<file path="src/bpis_pkg.sv">
// Shared types and constants for the BSP point-in-sector core.
package bpis_pkg;

    localparam int NODES_DEFAULT      = 4096;
    localparam int SUBSECTORS_DEFAULT = 4096;

    localparam logic [1:0] ACT_LOAD_NODE   = 2'd0;
    localparam logic [1:0] ACT_LOAD_SECTOR = 2'd1;
    localparam logic [1:0] ACT_QUERY       = 2'd2;

    localparam int LEAF_BIT = 15;

    typedef struct packed {
        logic [15:0] dy;
        logic [15:0] dx;
        logic [15:0] y;
        logic [15:0] x;
    } part_t;

    typedef struct packed {
        logic [15:0] back;
        logic [15:0] front;
    } child_t;

    typedef struct packed {
        child_t child;
        part_t  part;
    } node_t;

    typedef struct packed {
        logic done;
        logic side;
    } side_rsp_t;

endpackage

</file>
<file path="src/bpis_side.sv">
// Partition side test with one shared 16x32 multiplier, used twice per node when the quick test cannot decide.
module bpis_side import bpis_pkg::*; (
    input  logic        aclk,
    input  logic        aresetn,
    input  logic        start,
    input  logic [31:0] px,
    input  logic [31:0] py,
    input  part_t       part,
    output side_rsp_t   rsp
);

    typedef enum logic [1:0] {S_IDLE, S_MUL_A, S_MUL_B, S_CMP} state_t;

    state_t      state_reg;
    logic        done_reg;
    logic        side_reg;
    logic [15:0] ndx_reg;
    logic [15:0] ndy_reg;
    logic [31:0] dx_reg;
    logic [31:0] dy_reg;
    logic [31:0] left_reg;
    logic [31:0] right_reg;

    logic [31:0] fx;
    logic [31:0] fy;
    logic [31:0] dx;
    logic [31:0] dy;
    logic        quick;
    logic        quick_side;
    logic [15:0] mul_a;
    logic [31:0] mul_b;
    logic [47:0] prod;

    assign fx = {part.x, 16'h0000};
    assign fy = {part.y, 16'h0000};
    assign dx = px - fx;
    assign dy = py - fy;

    always_comb begin
        quick      = 1'b1;
        quick_side = 1'b0;
        if (part.dx == 16'h0000) begin
            quick_side = ($signed(px) <= $signed(fx)) ? (!part.dy[15] && part.dy != 16'h0000)
                                                       : part.dy[15];
        end else if (part.dy == 16'h0000) begin
            quick_side = ($signed(py) <= $signed(fy)) ? part.dx[15]
                                                       : (!part.dx[15] && part.dx != 16'h0000);
        end else if (part.dy[15] ^ part.dx[15] ^ dx[31] ^ dy[31]) begin
            quick_side = part.dy[15] ^ dx[31];
        end else begin
            quick = 1'b0;
        end
    end

    assign mul_a = (state_reg == S_MUL_A) ? ndy_reg : ndx_reg;
    assign mul_b = (state_reg == S_MUL_A) ? dx_reg : dy_reg;
    assign prod  = {{32{mul_a[15]}}, mul_a} * {{16{mul_b[31]}}, mul_b};

    always_ff @(posedge aclk) begin
        if (!aresetn) begin
            state_reg <= S_IDLE;
            done_reg  <= 1'b0;
        end else begin
            case (state_reg)
                S_IDLE: begin
                    done_reg <= start && quick;
                    if (start) begin
                        if (quick) begin
                            side_reg <= quick_side;
                        end else begin
                            ndx_reg   <= part.dx;
                            ndy_reg   <= part.dy;
                            dx_reg    <= dx;
                            dy_reg    <= dy;
                            state_reg <= S_MUL_A;
                        end
                    end
                end
                S_MUL_A: begin
                    done_reg  <= 1'b0;
                    left_reg  <= prod[47:16];
                    state_reg <= S_MUL_B;
                end
                S_MUL_B: begin
                    done_reg  <= 1'b0;
                    right_reg <= prod[47:16];
                    state_reg <= S_CMP;
                end
                S_CMP: begin
                    side_reg  <= !($signed(right_reg) < $signed(left_reg));
                    done_reg  <= 1'b1;
                    state_reg <= S_IDLE;
                end
                default: begin
                    done_reg  <= 1'b0;
                    state_reg <= S_IDLE;
                end
            endcase
        end
    end

    assign rsp = {done_reg, side_reg};

`ifndef SYNTHESIS
    a_start_when_idle: assert property (@(posedge aclk) disable iff (!aresetn)
        start |-> state_reg == S_IDLE)
        else $error("side test started while busy");

    a_cmp_gives_done: assert property (@(posedge aclk) disable iff (!aresetn)
        state_reg == S_CMP |=> done_reg && state_reg == S_IDLE)
        else $error("compare step did not complete");
`endif

endmodule

</file>
<file path="config.mk">
export PLATFORM = sky130hd
export DESIGN_NAME = bpis_side
export DESIGN_NICKNAME = d
export VERILOG_FILES = /design/src/bpis_pkg.sv /design/src/bpis_side.sv
export SDC_FILE = /design/constraint.sdc
export NUM_CORES = 2
export LEC_CHECK = 0
export BUFFER_PORTS_ARGS = -buffer_cell sky130_fd_sc_hd__buf_4
export CAP_MARGIN = 25
export CORE_MARGIN = 2
export CORE_UTILIZATION = 53
export DETAILED_ROUTE_END_ITERATION = 10
export PLACE_DENSITY_LB_ADDON = 0.3
export SKIP_LAST_GASP = 1
export SYNTH_ARGS = -nofsm -noshare
export SYNTH_HDL_FRONTEND = slang
export SYNTH_SLANG_ARGS = --single-unit
</file>
<file path="constraint.sdc">
create_clock -name aclk -period 34 [get_ports aclk]
set_clock_uncertainty 0.15 [all_clocks]
set_input_delay 6.8 -clock aclk [delete_from_list [all_inputs] [get_ports aclk]]
set_output_delay 6.8 -clock aclk [all_outputs]
set_load 0.02 [all_outputs]
</file>
After elaboration in Yosys (flattened, before gate mapping)
Cells that the tools add are included.
Operators by class
  $add $sub $neg: 2
  multiply operators: 1
  order comparisons: 3
  equality and inequality tests: 6
  muxes and demuxes: 17
  bitwise operators: 5
  reductions and logical operators: 18
Operator list (count)
  <= comparator 32 bit: 2
  subtractor 32 bit: 2
  multiplier 16 x 32 -> 48 bit: 1
  logical NOT 16 bit: 2
  < comparator 32 bit: 1
  two-way mux 32 bit: 1
  nonzero test 16 bit: 2
  two-way mux 16 bit: 1
  two-way mux 1 bit: 10
  one-hot mux 2 bit (4 select lines): 1
  AND reduction 4 bit: 2
  != test 2 bit, second input constant: 3
  AND reduction 2 bit: 3
  equality test 2 bit, second input constant: 2
  two-way mux 2 bit: 2
  XOR 1 bit: 4
  logical AND 1 bit: 3
  logical NOT 1 bit: 3
  one-hot mux 1 bit (3 select lines): 1
  equality test 2 x 1 -> 1 bit, second input constant: 1
  logical NOT 2 bit: 1
  one-hot mux 1 bit (2 select lines): 1
  nonzero test 2 bit: 1
  OR reduction 2 bit: 1
  inverter 1 bit: 1
Word-level totals
  register bits: 164
  bits of input ports: 131
  output and inout bits: 2
  word-level logic and storage cells: 61

Logic depth before layout (Yosys ltp)
  depth after elaboration: 9
  mapped depth: 30
  gate-level depth less buffers: 27

Worst setup path after synthesis
Ideal clock, no wire load.
  path kind: input -> register
  start point: input port part[28] (netlist bit)
  end point: register dx_reg[0], enable pin
  library setup time: 0.668 ns
  arrival: 14.984 ns
  data required time: 33.182 ns
  setup slack: 18.198 ns
  stages on the path: 9
  path buffers: 0
  cells stage by stage: inv_1 > ha_1 > a211oi_1 > nor2_1 > or3_1 > o211ai_1 > xnor2_1 > xnor2_1 > nor3_1
Between the ends
  word-level cells in the longest chain between the ends: 7
Ends and longest elaborated chain
  start: declaration: RTL line bpis_side.sv:8  | input part_t part,
  subtractor 32 bit: RTL line bpis_side.sv:37  | assign dy = py - fy;
  via dy[31]: RTL line bpis_side.sv:27  | logic [31:0] dy;
  XOR 1 bit: RTL line bpis_side.sv:48  | end else if (part.dy[15] ^ part.dx[15] ^ dx[31] ^ dy[31]) begin
  two-way mux 1 bit: RTL line bpis_side.sv:48
  two-way mux 1 bit: RTL line bpis_side.sv:45  | end else if (part.dy == 16'h0000) begin
  two-way mux 1 bit: RTL line bpis_side.sv:42  | if (part.dx == 16'h0000) begin
  inverter 1 bit (no line)
  AND reduction 4 bit (no line)
  end signal: assignment: RTL line bpis_side.sv:73  | dx_reg <= dx;
  end: declaration: RTL line bpis_side.sv:19  | logic [31:0] dx_reg;
The timed path passes the listed nets, and every way through them passes these cells.
A chain may end at the register's enable or synchronous reset.

Worst setup path after layout
  start point: input port py[28]
  end point: register dy_reg[9], enable pin
Between the ends
  word-level cells in the longest chain between the ends: 7
Ends and longest elaborated chain
  start: declaration: RTL line bpis_side.sv:7  | input logic [31:0] py,
  subtractor 32 bit: RTL line bpis_side.sv:37
  via dy[31]: RTL line bpis_side.sv:27
  XOR 1 bit: RTL line bpis_side.sv:48
  two-way mux 1 bit: RTL line bpis_side.sv:48
  two-way mux 1 bit: RTL line bpis_side.sv:45
  two-way mux 1 bit: RTL line bpis_side.sv:42
  inverter 1 bit (no line)
  AND reduction 4 bit (no line)
  end signal: assignment: RTL line bpis_side.sv:74  | dy_reg <= dy;
  end: declaration: RTL line bpis_side.sv:20  | logic [31:0] dy_reg;
The timed path passes the listed nets, and every way through them passes these cells.

==> results.md <==
- Critical Path Max Stage Delay: 0.44 ns
- Share of the synthesized area in the top cell type: 38.22%
- Worst setup EP type: flip-flop
- CTS Sinks: 164
- Vias in the first global route: 20400
- Syn_area_per_cell: 9.722 µm²
- Die area: 49900 µm²
- Ports: 133
- FF-to-FF path depth: 26
- # DRC: 0
- Mapped Area: 25510 µm²
- Clock slew at reported path FFs: 0.08 ns
- Worst Hold Path Cells: 2
- Mapped Nets: 3421
- Slew Viols, Final: 0
- Share of cells above drive strength 1: 9.272%
- Drt pass-1 iters: 6
- Most frequent cells after synthesis: 666 x inv_1, 487 x fa_1, 317 x nand2_1, 274 x nor2_1, 179 x ha_1
- Root buffer cell: clkbuf_16
- Width of the die: 223.4 µm
- Startpoint Class: input port
- Yosys warns: 0
- Worst endpoint required time: 34.00 ns
- Final GP Congestion: 0.9354
- Post-synth ARST share: 0%
- Crit-path slowest cell: buf_4
- Top-count cell post-synth: inv_1
- Flop and latch count out of synthesis: 164
- Yosys cell types: 63
- Beginning of the worst hold path: state_reg[1]
- Reg2Reg Setup Slack: 24.19 ns
- Final setup TNS: 0 ns
- Drt initial violations: 1621
- Antenna viol nets, final: 0
- Fin crit share: 28.86%
- Mapped Cells: 2624
- DRT Wirelength: 68220 µm
- Critical path cell sequence: buf_4 > ha_1 > a211oi_1 > nor2_1 > or3_1 > o211ai_1 > xnor2_1 > xnor2_1 > nor3_2 > buf_4 > buf_16
- Register area share after synthesis: 19.19%
- Core box area: 47650 µm²
- Setup bufs post-CTS: 0
- Clk_lat worst skew: 0.48 ns
- Maximum operating frequency: 101.9 MHz
- Outcome: finished clean
- # fillers: 4077
- Area growth syn-to-layout: 9.717%
- Final Hold Vio Count: 0
- Setup CP Type: in -> reg
- Fin crit period: 9.811 ns
- Port bufs: 132
- Total track usage: 29.15%
- Initial antenna violation count: 2
- Hpwl dp: 55270 µm
- Vias: 18640
- WHS Endpoint: state_reg[1]
- Largest net degree at the start of global routing: 75
- WP data arrival: 9.81 ns
- Largest cells by area after synthesis: fa_1 38%, edfxtp_1 19%, inv_1 9.8%, ha_1 8.8%, nand2_1 4.7%
- First-pass GRT wire length: 109000 µm
- Final nets: 3545
- FP Rows: 80
- Initial Utilization: 53.54%
- CTS tree: built
- Post-synth EDFFs: 161
- Setup crit start: py[28]
- Global route overflow: 0
- Crit Path Max Fanout: 62
- CTS Buffer Depth: 2
- Hold buffers post-CTS: 0
- Post-cts sizing count: 0
- Final setup vio count: 0
- Max_slew headroom: 23.95%
- # Max-Cap Violations: 0
- CTS Buf Count: 17
- Reg2reg start: state_reg[1]
- RSZ-0062 raised after global routing: no
- R2R Path End: left_reg[30]
- Yosys top cell by area: fa_1
- Routed WL per cell: 20.21 µm
- H-tree levels: 4
- Least-Margin Pin Slew: 1.109 ns
- Synth Flop Type: edfxtp_1
- Hold crit path type: reg -> reg
- Via density: 5.520
- Die height: 223.4 µm
- Antenna Diode Count: 0
==> layout by cell type, fill, tap and decap left out, drive strengths merged, types with 5 or more instances in the layout <==
cell type    n
inv        675
clkbuf      18
o21ai       33
nor3         6
a21oi       64
a21o        40
fa         487
nand2      317
edfxtp     161
buf        162
mux2i       49
nand3       17
xnor2       47
a211oi       8
xor2        22
nor2       274
o21bai      12
nand4       17
nand2b      14
and2         5
nor4        15
nor2b       12
ha         179
mux2        46
o211ai       7
and3         6
==> layer usage <==
| metal | global-route usage [%] | part of all wire [%] | wire [µm] |
|---|---|---|---|
| met1 | 35.44 | 37 | 25550 |
| met2 | 47.91 | 47 | 32170 |
| met3 | 7.915 | 9.7 | 6626 |
| met4 | 14.99 | 5.7 | 3870 |
| met5 | 0 | 0 | 0 |
==> worst max-delay path by stage <==
stage               slack (ns)           end
floorplan                18.20     dx_reg[0]
global placement         23.57     dx_reg[8]
detailed placement       23.72    dy_reg[11]
CTS                      23.98  left_reg[30]
global route             23.79  left_reg[30]
finish                   24.19     dy_reg[9]
==> cells by family after synthesis <==
logic type | after synthesis | share of synthesized area (%)
xor gates and xnor gates | 70 | 2.457
and+or+nand+nor | 703 | 11.43
DFF | 164 | 19.19
muxes | 95 | 3.953
adders and majority gates | 666 | 47.00
buffers and inverters | 723 | 10.68
AOI/OAI and AO/OA | 203 | 5.288
==> per-stage QoR <==
stage	util (%)	cell area [µm²]	setup WS, ns	hold slack, ns	instances
floorplan	-	25510	18.20	0.3190	2624
global placement	57.30	27300	23.57	0.3315	3340
detailed placement	57.36	27330	23.72	0.3418	3341
CTS	58.65	27950	23.98	0.3555	3373
global route	58.74	27990	23.79	0.4308	3376
finish	58.74	27990	24.19	0.3507	3376
==> cell type report <==
type	instances	area, µm²	area share, %
Inverter	666	2500	8.932
Timing Repair Buffer	162	1256	4.488
Tap cell	615	769.5	2.749
Clock inverter	14	177.7	0.6348
Sequential cell	164	4895	17.49
Clock buffer	18	439.2	1.569
Multi-Input combinational cell	1737	17950	64.14
==> worst max-delay path, delay by kind of cell <==
| kind | cells | cell delay [ns] |
|---|---|---|
| AO/OA/AOI/OAI | 2 | 0.77 |
| XOR/XNOR | 2 | 0.32 |
| adder cells (fa/ha/maj) | 1 | 0.36 |
| buffers and inverters | 3 | 0.89 |
| AND/OR/NAND/NOR | 3 | 0.63 |
Power is left out: the tool's default activity adds up to more than one toggle a clock period on the data nets, which glitch-free logic cannot reach.
